## config.mk

```make
export PLATFORM = sky130hd
export DESIGN_NAME = key_change_to_midi_notes
export DESIGN_NICKNAME = d
export VERILOG_FILES = /design/src/rtl/core/kcm_pkg.sv /design/src/rtl/core/kcm_front.sv /design/src/rtl/core/kcm_queue.sv /design/src/rtl/core/kcm_back.sv /design/src/rtl/core/key_change_to_midi_notes.sv
export SDC_FILE = /design/constraint.sdc
export NUM_CORES = 1
export LEC_CHECK = 0
export ABC_AREA = 1
export BUFFER_PORTS_ARGS = -buffer_cell sky130_fd_sc_hd__buf_4
export CAP_MARGIN = 10
export CORE_ASPECT_RATIO = 0.5
export CORE_MARGIN = 2
export CORE_UTILIZATION = 60
export DETAILED_ROUTE_END_ITERATION = 16
export PLACE_DENSITY = 0.78
export REMOVE_ABC_BUFFERS = 1
export SLEW_MARGIN = 20
export SYNTH_ARGS = -nofsm -noshare
export SYNTH_HDL_FRONTEND = slang
export SYNTH_SLANG_ARGS = --single-unit
```

## constraint.sdc

```tcl
create_clock -name clk -period 8.56 [get_ports clk]
set_input_delay 1.712 -clock clk [delete_from_list [all_inputs] [get_ports clk]]
set_output_delay 1.712 -clock clk [all_outputs]
set_load 0.02 [all_outputs]
```

## src/rtl/core/kcm_pkg.sv

```systemverilog
// ----------------------------------------------------------------------------
// kcm_pkg: shared types and constants for key change to midi notes
// key count, register indexes, job word between front and back, bit search
// ----------------------------------------------------------------------------
`timescale 1ns / 1ps
`default_nettype none

package kcm_pkg;

  localparam int KEYS        = 32;  // keys taken into account, at most 32
  localparam int MAP_W       = 32;  // width of one key bitmap
  localparam int IDX_W       = 5;   // index of one bitmap bit
  localparam int CNT_W       = 6;   // active key count
  localparam int NOTE_W      = 8;
  localparam int BASE_W      = 7;
  localparam int VEL_W       = 7;
  localparam int CFG_DATA_W  = 8;
  localparam int QUEUE_DEPTH = 2;

  localparam logic [VEL_W-1:0] VEL_ON  = 7'd127;
  localparam logic [VEL_W-1:0] VEL_OFF = 7'd0;

  // effective key limit, min(KEYS, 32)
  localparam logic [CNT_W-1:0] KEY_LIMIT = CNT_W'((KEYS < MAP_W) ? KEYS : MAP_W);

  typedef enum logic [0:0] {
    REG_BASE_NOTE   = 1'b0,
    REG_ACTIVE_KEYS = 1'b1
  } reg_index_t;

  // one classified bitmap change waiting for serialisation
  typedef struct packed {
    logic [MAP_W-1:0] pressed;
    logic [MAP_W-1:0] released;
  } job_t;

  // index of the lowest set bit, zero for an empty vector
  function automatic logic [IDX_W-1:0] low_index(input logic [MAP_W-1:0] vec);
    logic [IDX_W-1:0] idx;
    idx = '0;
    for (int i = MAP_W - 1; i >= 0; i--) begin
      if (vec[i]) begin
        idx = IDX_W'(i);
      end
    end
    return idx;
  endfunction

endpackage

`default_nettype wire

```

## src/rtl/core/kcm_front.sv

```systemverilog
// ----------------------------------------------------------------------------
// kcm_front: bitmap intake and change classification
// keeps the previous bitmap and turns each new one into release and press sets
// ----------------------------------------------------------------------------
`timescale 1ns / 1ps
`default_nettype none

module kcm_front
  import kcm_pkg::*;
(
  input  wire logic                  clk,
  input  wire logic                  rst,
  input  wire logic                  in_valid,
  output      logic                  in_ready,
  input  wire logic [MAP_W-1:0]      key_bits,
  input  wire logic [CNT_W-1:0]      active_keys,
  input  wire logic                  queue_full,
  output      logic                  push,
  output      job_t                  push_job
);

  logic [MAP_W-1:0] prev_keys;
  logic [CNT_W-1:0] n_eff;
  logic [MAP_W-1:0] mask;
  logic             take;

  assign in_ready = !queue_full;
  assign take     = in_valid && in_ready;

  always_comb begin
    n_eff = (active_keys > KEY_LIMIT) ? KEY_LIMIT : active_keys;
    if (n_eff >= CNT_W'(MAP_W)) begin
      mask = '1;
    end else begin
      mask = (MAP_W'(1) << n_eff[IDX_W-1:0]) - MAP_W'(1);
    end
    push_job.released = prev_keys & ~key_bits & mask;
    push_job.pressed  = key_bits & ~prev_keys & mask;
  end

  // only a bitmap with messages goes to the queue
  assign push = take && ((push_job.released | push_job.pressed) != '0);

  always_ff @(posedge clk) begin
    if (rst) begin
      prev_keys <= '0;
    end else if (take) begin
      prev_keys <= key_bits;
    end
  end

endmodule

`default_nettype wire

```

## src/rtl/core/kcm_queue.sv

```systemverilog
// ----------------------------------------------------------------------------
// kcm_queue: short job queue
// decouples the classifier from the message serialiser
// ----------------------------------------------------------------------------
`timescale 1ns / 1ps
`default_nettype none

module kcm_queue
  import kcm_pkg::*;
(
  input  wire logic clk,
  input  wire logic rst,
  input  wire logic push,
  input  wire job_t push_job,
  input  wire logic pop,
  output      logic full,
  output      logic nonempty,
  output      job_t head
);

  localparam int PTR_W = (QUEUE_DEPTH > 1) ? $clog2(QUEUE_DEPTH) : 1;
  localparam int FILL_W = $clog2(QUEUE_DEPTH + 1);

  job_t              slots [QUEUE_DEPTH];
  logic [PTR_W-1:0]  wr_ptr;
  logic [PTR_W-1:0]  rd_ptr;
  logic [FILL_W-1:0] fill;

  assign full     = (fill == FILL_W'(QUEUE_DEPTH));
  assign nonempty = (fill != '0);
  assign head     = slots[rd_ptr];

  always_ff @(posedge clk) begin
    if (push) begin
      slots[wr_ptr] <= push_job;
    end
  end

  always_ff @(posedge clk) begin
    if (rst) begin
      wr_ptr <= '0;
      rd_ptr <= '0;
      fill   <= '0;
    end else begin
      if (push) begin
        wr_ptr <= (wr_ptr == PTR_W'(QUEUE_DEPTH - 1)) ? '0 : wr_ptr + PTR_W'(1);
      end
      if (pop) begin
        rd_ptr <= (rd_ptr == PTR_W'(QUEUE_DEPTH - 1)) ? '0 : rd_ptr + PTR_W'(1);
      end
      if (push && !pop) begin
        fill <= fill + FILL_W'(1);
      end else if (pop && !push) begin
        fill <= fill - FILL_W'(1);
      end
    end
  end

endmodule

`default_nettype wire

```

## src/rtl/core/kcm_back.sv

```systemverilog
// ----------------------------------------------------------------------------
// kcm_back: message serialiser
// walks releases then presses lowest key first; unless the output stalls, one message per cycle
// ----------------------------------------------------------------------------
`timescale 1ns / 1ps
`default_nettype none

module kcm_back
  import kcm_pkg::*;
(
  input  wire logic              clk,
  input  wire logic              rst,
  input  wire logic              job_valid,
  input  wire job_t              job,
  output      logic              pop,
  input  wire logic [BASE_W-1:0] base_note,
  output      logic              out_valid,
  input  wire logic              out_ready,
  output      logic              note_on,
  output      logic [NOTE_W-1:0] note_number,
  output      logic [VEL_W-1:0]  velocity,
  output      logic              last
);

  logic [MAP_W-1:0] released;
  logic [MAP_W-1:0] pressed;
  logic [MAP_W-1:0] released_next;
  logic [MAP_W-1:0] pressed_next;
  logic [MAP_W-1:0] vec;
  logic [IDX_W-1:0] idx;
  logic             busy;
  logic             from_rel;
  logic             emit;

  assign busy     = (released != '0) || (pressed != '0);
  assign pop      = !busy && job_valid;
  assign emit     = busy && (!out_valid || out_ready);
  assign from_rel = (released != '0);
  assign vec      = from_rel ? released : pressed;
  assign idx      = low_index(vec);

  always_comb begin
    released_next = released;
    pressed_next  = pressed;
    if (from_rel) begin
      released_next[idx] = 1'b0;
    end else begin
      pressed_next[idx] = 1'b0;
    end
  end

  always_ff @(posedge clk) begin
    if (rst) begin
      released  <= '0;
      pressed   <= '0;
      out_valid <= 1'b0;
    end else begin
      if (pop) begin
        released <= job.released;
        pressed  <= job.pressed;
      end else if (emit) begin
        released <= released_next;
        pressed  <= pressed_next;
      end
      if (emit) begin
        out_valid <= 1'b1;
      end else if (out_ready) begin
        out_valid <= 1'b0;
      end
    end
  end

  // payload, no reset needed
  always_ff @(posedge clk) begin
    if (emit) begin
      note_on     <= !from_rel;
      note_number <= NOTE_W'(idx) + NOTE_W'(1) + NOTE_W'(base_note);
      velocity    <= from_rel ? VEL_OFF : VEL_ON;
      last        <= (released_next == '0) && (pressed_next == '0);
    end
  end

endmodule

`default_nettype wire

```

## src/rtl/core/key_change_to_midi_notes.sv

```systemverilog
// ----------------------------------------------------------------------------
// key_change_to_midi_notes: key bitmap changes to midi note messages
// compares each key scan with the previous one and streams note-off / note-on
// ----------------------------------------------------------------------------
// Each input word is a full key bitmap (bit i is key i+1). The block compares
// it with the previous bitmap (all zero after reset) over the low active_keys
// bits and sends one output word per changed key: first every release as a
// note-off with velocity 0, then every press as a note-on with velocity 127,
// each group in ascending key order, with tlast on the final message of the
// bitmap. Channel 0 is implied. A bitmap with no change in the active keys
// gives no output word, but is still stored. Flow: the intake takes one
// bitmap per cycle into a two-entry job queue; the serialiser loads a job
// only when it holds no messages and then sends them one after another,
// advancing while the output is not stalled, each found by the single lowest
// bit search in the serialiser. The input stalls only when the queue is full.
// Registers (write while idle): index 0 base_note (7 bits, reset 0), index 1
// active_keys (6 bits, reset 32, values above 32 act as 32).
// ----------------------------------------------------------------------------
`timescale 1ns / 1ps
`default_nettype none

module key_change_to_midi_notes
  import kcm_pkg::*;
(
  input  wire logic                  clk,
  input  wire logic                  rst,
  // bitmap input: tdata = key_bits[31:0]
  input  wire logic                  s_tvalid,
  output      logic                  s_tready,
  input  wire logic [MAP_W-1:0]      s_tdata,
  // message output: tdata = note_number[7:0], velocity[14:8], zero pad [15]
  output      logic                  m_tvalid,
  input  wire logic                  m_tready,
  output      logic [15:0]           m_tdata,
  // tuser = note_on[0]
  output      logic [0:0]            m_tuser,
  output      logic                  m_tlast,
  // register write channel
  input  wire logic                  cfg_valid,
  output      logic                  cfg_ready,
  input  wire logic [0:0]            cfg_index,
  input  wire logic [CFG_DATA_W-1:0] cfg_data
);

  logic [BASE_W-1:0] base_note;
  logic [CNT_W-1:0]  active_keys;

  logic              push;
  job_t              push_job;
  logic              queue_full;
  logic              queue_nonempty;
  job_t              head;
  logic              pop;

  logic              note_on;
  logic [NOTE_W-1:0] note_number;
  logic [VEL_W-1:0]  velocity;

  // registers always take a write at once
  assign cfg_ready = 1'b1;

  always_ff @(posedge clk) begin
    if (rst) begin
      base_note   <= '0;
      active_keys <= CNT_W'(32);
    end else if (cfg_valid && cfg_ready) begin
      case (reg_index_t'(cfg_index))
        REG_BASE_NOTE:   base_note   <= cfg_data[BASE_W-1:0];
        REG_ACTIVE_KEYS: active_keys <= cfg_data[CNT_W-1:0];
        default: ;
      endcase
    end
  end

  // front: intake and classification against the stored bitmap
  kcm_front u_front (
    .clk         (clk),
    .rst         (rst),
    .in_valid    (s_tvalid),
    .in_ready    (s_tready),
    .key_bits    (s_tdata),
    .active_keys (active_keys),
    .queue_full  (queue_full),
    .push        (push),
    .push_job    (push_job)
  );

  // jobs waiting for the serialiser
  kcm_queue u_queue (
    .clk      (clk),
    .rst      (rst),
    .push     (push),
    .push_job (push_job),
    .pop      (pop),
    .full     (queue_full),
    .nonempty (queue_nonempty),
    .head     (head)
  );

  // back: one message per cycle into the output register while the output is not stalled
  kcm_back u_back (
    .clk         (clk),
    .rst         (rst),
    .job_valid   (queue_nonempty),
    .job         (head),
    .pop         (pop),
    .base_note   (base_note),
    .out_valid   (m_tvalid),
    .out_ready   (m_tready),
    .note_on     (note_on),
    .note_number (note_number),
    .velocity    (velocity),
    .last        (m_tlast)
  );

  assign m_tdata = {1'b0, velocity, note_number};
  assign m_tuser = note_on;

endmodule

`default_nettype wire

```

# Word-level counts from Yosys, hierarchy flattened
# Memories as Yosys holds them, arrays and structs flattened. A register that Yosys moved wholly into a read port is not among the register bits.
# Cells that the tools add are included.
# classes
n_addsub,7
multipliers,0
div,0
order_cmp,4
eq_ne,1
n_shift,1
n_mux,54
n_bitwise,11
reduce_logical,27
# ops
op,count
32-bit two-way mux,8
32-bit bitwise AND,6
5-bit two-way mux,32
32-bit NOT,3
32-bit nonzero test,3
32-bit zero test,2
32-bit OR,1
1-bit by 5-bit << shifter with 32-bit output (first input constant),1
32-bit by 2-bit subtractor with 32-bit output (second input constant),1
1-bit two-way mux,9
8-bit by 7-bit adder with 8-bit output,1
1-bit logical AND,8
2-bit nonzero test,4
7-bit two-way mux,1
5-bit by 1-bit adder with 6-bit output (second input constant),1
6-bit greater-or-equal comparator (second input constant),1
6-bit greater-than comparator (second input constant),1
1-bit zero test,6
5-bit by 6-bit less-than comparator with 1-bit output (second input constant),1
6-bit two-way mux,1
1-bit demux with 5-bit select,1
5-bit by 1-bit greater-or-equal comparator with 1-bit output (second input constant),1
2-bit two-way mux,2
2-bit AND reduction,2
6 further kinds,8
# word_totals
regBits,131
latch_bits,0
ram_bits,128
romBits,0
input_bits,46
output_inout_bits,21
n_memories,1
# memory_table
memory,depth,width,rd,rd_ports_with_merged_regs,write_ports,line,source
u_queue.slots,2,64,1,1,1,kcm_queue.sv:24,job_t slots [QUEUE_DEPTH];

# Logic depth before layout (Yosys ltp)
# depth
word_depth,43
mapped_depth,52

# Modules after synthesis
# A second synthesis with hierarchy kept.
# unflattened
cells_unflattened,1708
hier_area_um2,14009.7
# by_module_without_submodules
mod,n_inst,cells_each,area_per_inst_um2,seq_area_each_um2
kcm_queue,1,232,5147.4,3943.8
kcm_back,1,788,5013.6,1601.5
kcm_front,1,610,3300.7,640.6
key_change_to_midi_notes,1,78,548.0,260.2

# Worst setup path before layout
# No wires, ideal clock.
# synth_path
path_kind,flip-flop to flip-flop
from,reg active_keys[5]
to,"mem u_queue.slots[0][0] (netlist bit), enable pin"
setup_ps,486
arrival_time_ps,5657
required_ps,8074
setup_slack_ps,2417
path_stages_with_launch,28
n_path_buf,2
synth_period_minus_slack_ps,6143
cell_sequence,dfxtp_1 > buf_2 > nor2_2 > clkbuf_1 > nor2_1 > inv_1 > ha_1 > inv_1 > nor2_4 > nand3_2 > nor2_2 > nand2_2 > inv_2 > nand2_2 > nor2_2 > inv_2 > nor3_4 > inv_1 > nor2_2 > nand2_1 > xor2_1 > nand2_1 > nand3_1 > nand3_1 > nor2_1 > nand4_1 > nand2_1 > nor2_1
# synth_between
elab_chain_len,11
# synth_rtl
item,line,source
from (decl),key_change_to_midi_notes.sv:46,logic [CNT_W-1:0] active_keys;
from (signal assigned),key_change_to_midi_notes.sv:69,REG_ACTIVE_KEYS: active_keys <= cfg_data[CNT_W-1:0];
6-bit greater-than comparator,kcm_front.sv:31,n_eff = (active_keys > KEY_LIMIT) ? KEY_LIMIT : active_keys;
6-bit two-way mux *,kcm_front.sv:31,
1-bit by 5-bit << shifter with 32-bit output,kcm_front.sv:35,mask = (MAP_W'(1) << n_eff[IDX_W-1:0]) - MAP_W'(1);
32-bit by 2-bit subtractor with 32-bit output,kcm_front.sv:35,
32-bit two-way mux *,kcm_front.sv:32,if (n_eff >= CNT_W'(MAP_W)) begin
32-bit bitwise AND (on tied branches),"kcm_front.sv:37, kcm_front.sv:38",
32-bit OR *,kcm_front.sv:42,assign push = take && ((push_job.released | push_job.pressed) != '0);
32-bit nonzero test *,kcm_front.sv:42,
1-bit logical AND *,kcm_front.sv:42,
1-bit two-way mux *,kcm_queue.sv:34,if (push) begin
1-bit two-way mux (not written as such) *,kcm_queue.sv:35,slots[wr_ptr] <= push_job;
to (decl),kcm_queue.sv:24,
# Mark *: on every way between the ends. The rest lies on a longest branch, timed or not.

# Final worst setup path
# layout_path
from,reg u_back.released[0]
to,"reg u_back.note_number[6], data pin"
# layout_between
elab_chain_len,36
# layout_rtl
item,line,source
from (decl),kcm_back.sv:25,logic [MAP_W-1:0] released;
from (signal assigned),kcm_back.sv:59,released <= job.released;
from (signal assigned),kcm_back.sv:62,released <= released_next;
32-bit nonzero test,kcm_back.sv:38,assign from_rel = (released != '0);
32-bit two-way mux *,kcm_back.sv:39,assign vec = from_rel ? released : pressed;
5-bit two-way mux (31 in a row),kcm_pkg.sv:42,if (vec[i]) begin
5-bit two-way mux *,kcm_pkg.sv:42,
5-bit by 1-bit adder with 6-bit output *,kcm_back.sv:77,note_number <= NOTE_W'(idx) + NOTE_W'(1) + NOTE_W'(base_note);
8-bit by 7-bit adder with 8-bit output *,kcm_back.sv:77,
to (signal assigned),kcm_back.sv:77,
to (decl),kcm_back.sv:20,"output logic [NOTE_W-1:0] note_number,"
# Marked as above.
# A chain may end at the register's enable or synchronous reset.

==> flow_summary.html <==
<table>
<tr><th>Metric</th><th>Value</th></tr>
<tr><th colspan="2">Drt</th></tr>
<tr><td>Number of iterations in the first detailed-routing pass</td><td>6</td></tr>
<tr><td>Vias per cell</td><td>approximately 5.8</td></tr>
<tr><td>Count of routing violations after the opening detailed-route iteration</td><td>around 1900</td></tr>
<tr><td>Number of design rule violations left after detail routing</td><td>0</td></tr>
<tr><td>Average routed wire per standard cell</td><td>about 19 um</td></tr>
<tr><td>Vias</td><td>roughly 11000</td></tr>
<tr><td>Detail Route Antenna Nets</td><td>0</td></tr>
<tr><td>Detailed-route wire length</td><td>between 30000 and 40000 um</td></tr>
<tr><th colspan="2">Setup path</th></tr>
<tr><td>Stage delay of the slowest cell on the critical path</td><td>0.75 ns</td></tr>
<tr><td>CP startpoint kind</td><td>flop</td></tr>
<tr><td>Critical path capture point type</td><td>flop</td></tr>
<tr><td>Crit path buf inv count</td><td>4</td></tr>
<tr><td>Crit-path leading delay family</td><td>simple AND/OR/NAND/NOR gates</td></tr>
<tr><td>Crit-path slowest cell</td><td>nor2_4</td></tr>
<tr><td>Required @ worst endpoint</td><td>between 8 and 9 ns</td></tr>
<tr><td>Setup CP Type</td><td>flop to flop</td></tr>
<tr><td>Arrival time at the worst endpoint</td><td>6.59 ns</td></tr>
<tr><td>Top cell by count, worst path</td><td>nand2_1</td></tr>
<tr><td>Top fanout value on the critical path</td><td>about 40</td></tr>
<tr><th colspan="2">Global route</th></tr>
<tr><td>Pin count of the biggest net entering global routing</td><td>72</td></tr>
<tr><td>Antenna violations before repair</td><td>0</td></tr>
<tr><td>Global-route wire length before repair</td><td>around 57000 um</td></tr>
<tr><td>Number of global-route vias before repair</td><td>around 10000</td></tr>
<tr><td>Sum of overflow across all layers after global routing</td><td>0</td></tr>
<tr><td>Overall routing resource usage</td><td>0.3303</td></tr>
<tr><th colspan="2">Floorplan</th></tr>
<tr><td>Placement row count</td><td>38</td></tr>
<tr><td>Number of primary I/O pins</td><td>67</td></tr>
<tr><td>Horiz. Die Dim</td><td>between 200 and 250 um</td></tr>
<tr><td>Area of the die</td><td>around 23000 sq um</td></tr>
<tr><td>Initial core utilization</td><td>0.6053</td></tr>
<tr><td>Core Region</td><td>roughly 21000 sq um</td></tr>
<tr><td>Die Ht</td><td>about 110 um</td></tr>
<tr><th colspan="2">Layout</th></tr>
<tr><td>Non-Filler Instances</td><td>about 2000</td></tr>
<tr><td>Post-synthesis to final-layout area growth</td><td>10.74%</td></tr>
<tr><td>Most common library cell in the layout ignoring fill and taps</td><td>nand2_1</td></tr>
<tr><td>Highest-count cells in the layout ignoring fill and taps</td><td>354 x nand2_1, 235 x inv_1, 158 x nor2_1</td></tr>
<tr><td>Number of inserted diodes</td><td>0</td></tr>
<tr><td>Final-stage net count</td><td>about 1700</td></tr>
<tr><td>Fraction of layout instances using a drive strength above 1</td><td>0.1025</td></tr>
<tr><th colspan="2">Place</th></tr>
<tr><td>Placed cells</td><td>1936</td></tr>
<tr><td>Placed wire-length estimate after detailed placement</td><td>between 20000 and 30000 um</td></tr>
<tr><td>Routability congestion estimate from global placement</td><td>~1.0</td></tr>
<tr><td>Count of buffers inserted at the top-level ports</td><td>63</td></tr>
<tr><th colspan="2">STA</th></tr>
<tr><td>Remaining max-slew budget at the tightest pin</td><td>0.2853</td></tr>
<tr><td>Post-layout minimum cycle time</td><td>roughly 6.3 ns</td></tr>
<tr><td>Post-route clock period utilization</td><td>0.7362</td></tr>
<tr><td>RSZ-0062 raised after global routing</td><td>no</td></tr>
<tr><td>Setup TNS</td><td>0 ns</td></tr>
<tr><td>Pins Over Slew Limit</td><td>0</td></tr>
<tr><td>Fmax</td><td>158.7 MHz</td></tr>
<tr><td>Final hold viol count</td><td>0</td></tr>
<tr><td>Worst setup skew after layout</td><td>approximately 0.018 ns</td></tr>
<tr><td>Final number of setup-violating endpoints</td><td>0</td></tr>
<tr><td>Slew at the pin with the worst max-slew slack</td><td>1.072 ns</td></tr>
<tr><th colspan="2">Clock network</th></tr>
<tr><td>Latest clock arrival within the worst-skew pair</td><td>around 0.55 ns</td></tr>
<tr><td>Master cell of the clock root buffer</td><td>clkbuf_16</td></tr>
<tr><td>Number of sinks driven by the clock tree</td><td>approximately 250</td></tr>
<tr><td>Clock-pin slew of the registers on the worst-case setup and hold paths</td><td>0.07 ns</td></tr>
<tr><td>Buffers from clock root to sink, at most</td><td>3</td></tr>
<tr><td>Number of H-tree branching levels</td><td>1</td></tr>
<tr><td>TritonCTS clock tree</td><td>yes</td></tr>
<tr><td>Inserted Clock Buffers</td><td>23</td></tr>
<tr><td>Post-CTS sizing</td><td>0</td></tr>
<tr><td>Setup bufs post-CTS</td><td>0</td></tr>
<tr><td># hold bufs at CTS</td><td>0</td></tr>
<tr><th colspan="2">Job</th></tr>
<tr><td>Number of violations of the max-capacitance limit</td><td>0</td></tr>
<tr><th colspan="2">Synth</th></tr>
<tr><td>Number of distinct library cells after synthesis</td><td>51</td></tr>
<tr><td>Syn Area/Cell</td><td>7.927 sq um</td></tr>
<tr><td>Proportion of netlist area held by the largest area contributor</td><td>0.3186</td></tr>
<tr><td>Register area share after synthesis</td><td>0.4956</td></tr>
<tr><td>Yosys synthesis warning count</td><td>0</td></tr>
<tr><td>Most area-consuming cells after synthesis</td><td>edfxtp_1 32%, dfxtp_1 18%, nand2_1 10%</td></tr>
<tr><td>Count of mapped cells out of synthesis</td><td>around 1600</td></tr>
<tr><td>Ys async rst share</td><td>0</td></tr>
<tr><td>Count of flip-flops with a built-in enable after synthesis</td><td>between 100 and 150</td></tr>
<tr><td>Post-Synthesis Cell Area</td><td>roughly 13000 sq um</td></tr>
<tr><td>#FFs+latches synth</td><td>between 200 and 300</td></tr>
<tr><td>Dominant cell type by area after synthesis</td><td>edfxtp_1</td></tr>
<tr><td>Leading register cell type out of synthesis</td><td>edfxtp_1</td></tr>
<tr><th colspan="2">Hold path</th></tr>
<tr><td>HP Class</td><td>flop to flop</td></tr>
<tr><th colspan="2">Status</th></tr>
<tr><td>Status</td><td>finished, final reports clean</td></tr>
</table>
[synthesized netlist by cell type, types with 2 or more instances]
| cell type | instances |
|---|---|
| a21boi_0 | 5 |
| a21oi_1 | 98 |
| a21oi_2 | 2 |
| a31oi_1 | 51 |
| buf_1 | 10 |
| buf_2 | 4 |
| buf_4 | 10 |
| clkbuf_1 | 52 |
| conb_1 | 2 |
| dfxtp_1 | 115 |
| edfxtp_1 | 138 |
| ha_1 | 12 |
| inv_1 | 237 |
| inv_2 | 19 |
| mux2i_1 | 3 |
| nand2_1 | 354 |
| nand2_2 | 6 |
| nand3_1 | 56 |
| nand3_2 | 3 |
| nand4_1 | 19 |
| nor2_1 | 159 |
| nor2_2 | 15 |
| nor2_4 | 2 |
| nor3_1 | 30 |
| nor3_2 | 5 |
| nor4_1 | 21 |
| o211ai_1 | 55 |
| o21a_1 | 3 |
| o21ai_0 | 101 |
| o21ai_1 | 7 |
| o21ai_2 | 3 |
| o21bai_1 | 3 |
| o221ai_1 | 4 |
| o22ai_1 | 5 |
| o31ai_1 | 6 |
| or2_1 | 4 |
| or4_1 | 2 |
| xor2_1 | 7 |
[layout make-up]
type | instances | area, sq um
sequential | 253 | 6450
fill | 1823 | 7086
clock inverter | 8 | 110.1
inverter | 256 | 960.9
timing repair buffer | 72 | 540.5
multi-input combinational | 1055 | 5280
clock buffer | 34 | 688.2
tap | 300 | 375.4
[state kept, by name, indices dropped and copies added (netlist names), named ones only]
name                count
u_back.last             1
u_back.note_number      8
u_queue.fill            2
u_back.velocity         1
u_queue.rd_ptr          1
u_back.released        32
u_queue.slots         128
active_keys             6
base_note               7
u_front.prev_keys      32
u_back.out_valid        1
u_queue.wr_ptr          1
u_back.pressed         32
[routing by layer]
layer / part of all wire / global-route usage / wire length, um
met5: 0 / 0 / 0
met4: 0.015 / 0.07293 / 583
met3: 0.13 / 0.1043 / 4986
met2: 0.40 / 0.4614 / 15020
met1: 0.45 / 0.4977 / 17100
[kinds of logic (layout without fill, tap and decap cells)]
group           Yosys count  count (layout)  share of synthesized area
simple gates            681             681                     0.2256
compound gates          348             348                     0.1576
xor+xnor                  8               8                   0.005387
other cells               2               2                  0.0005774
flops                   253             253                     0.4956
mux                       3               3                   0.002309
fa+ha+maj                13              13                    0.01308
buf+inv                 333             370                    0.09994
[worst reg2reg max path: cells and delay by family (launching register included)]
family / cells / cell delay [ns]
flip-flops: 1 / 0.36
XOR/XNOR: 1 / 0.09
adder cells (fa/ha/maj): 2 / 0.57
buffers and inverters: 4 / 0.47
AO/OA/AOI/OAI: 3 / 0.60
AND/OR/NAND/NOR: 41 / 3.95
[path summary, 6_finish.rpt]
path	startpoint	depth (start not counted)	endpoint	slack, ns
setup reg to reg	u_back.released[0]	51	u_back.note_number[6]	2.26
hold reg to reg	u_queue.rd_ptr	1	flop	0.45
hold / removal	u_queue.rd_ptr	1	flop	0.45
setup / recovery	u_back.released[0]	51	u_back.note_number[6]	2.26
[through the flow]
step	hold WS, ns	setup slack [ns]	util	cell area [sq um]
2_1_floorplan	0.4265	2.263	-	12670
3_3_place_gp	0.4238	2.446	0.6332	13610
3_5_place_dp	0.4331	2.436	0.6332	13610
4_1_cts	0.4494	2.386	0.6703	14410
5_1_grt	0.4766	1.402	0.6703	14410
6_report	0.4521	2.258	0.6703	14410
Power is not shown: default switching activity piles up to over one toggle a cycle in this logic, so the estimate is an artifact.
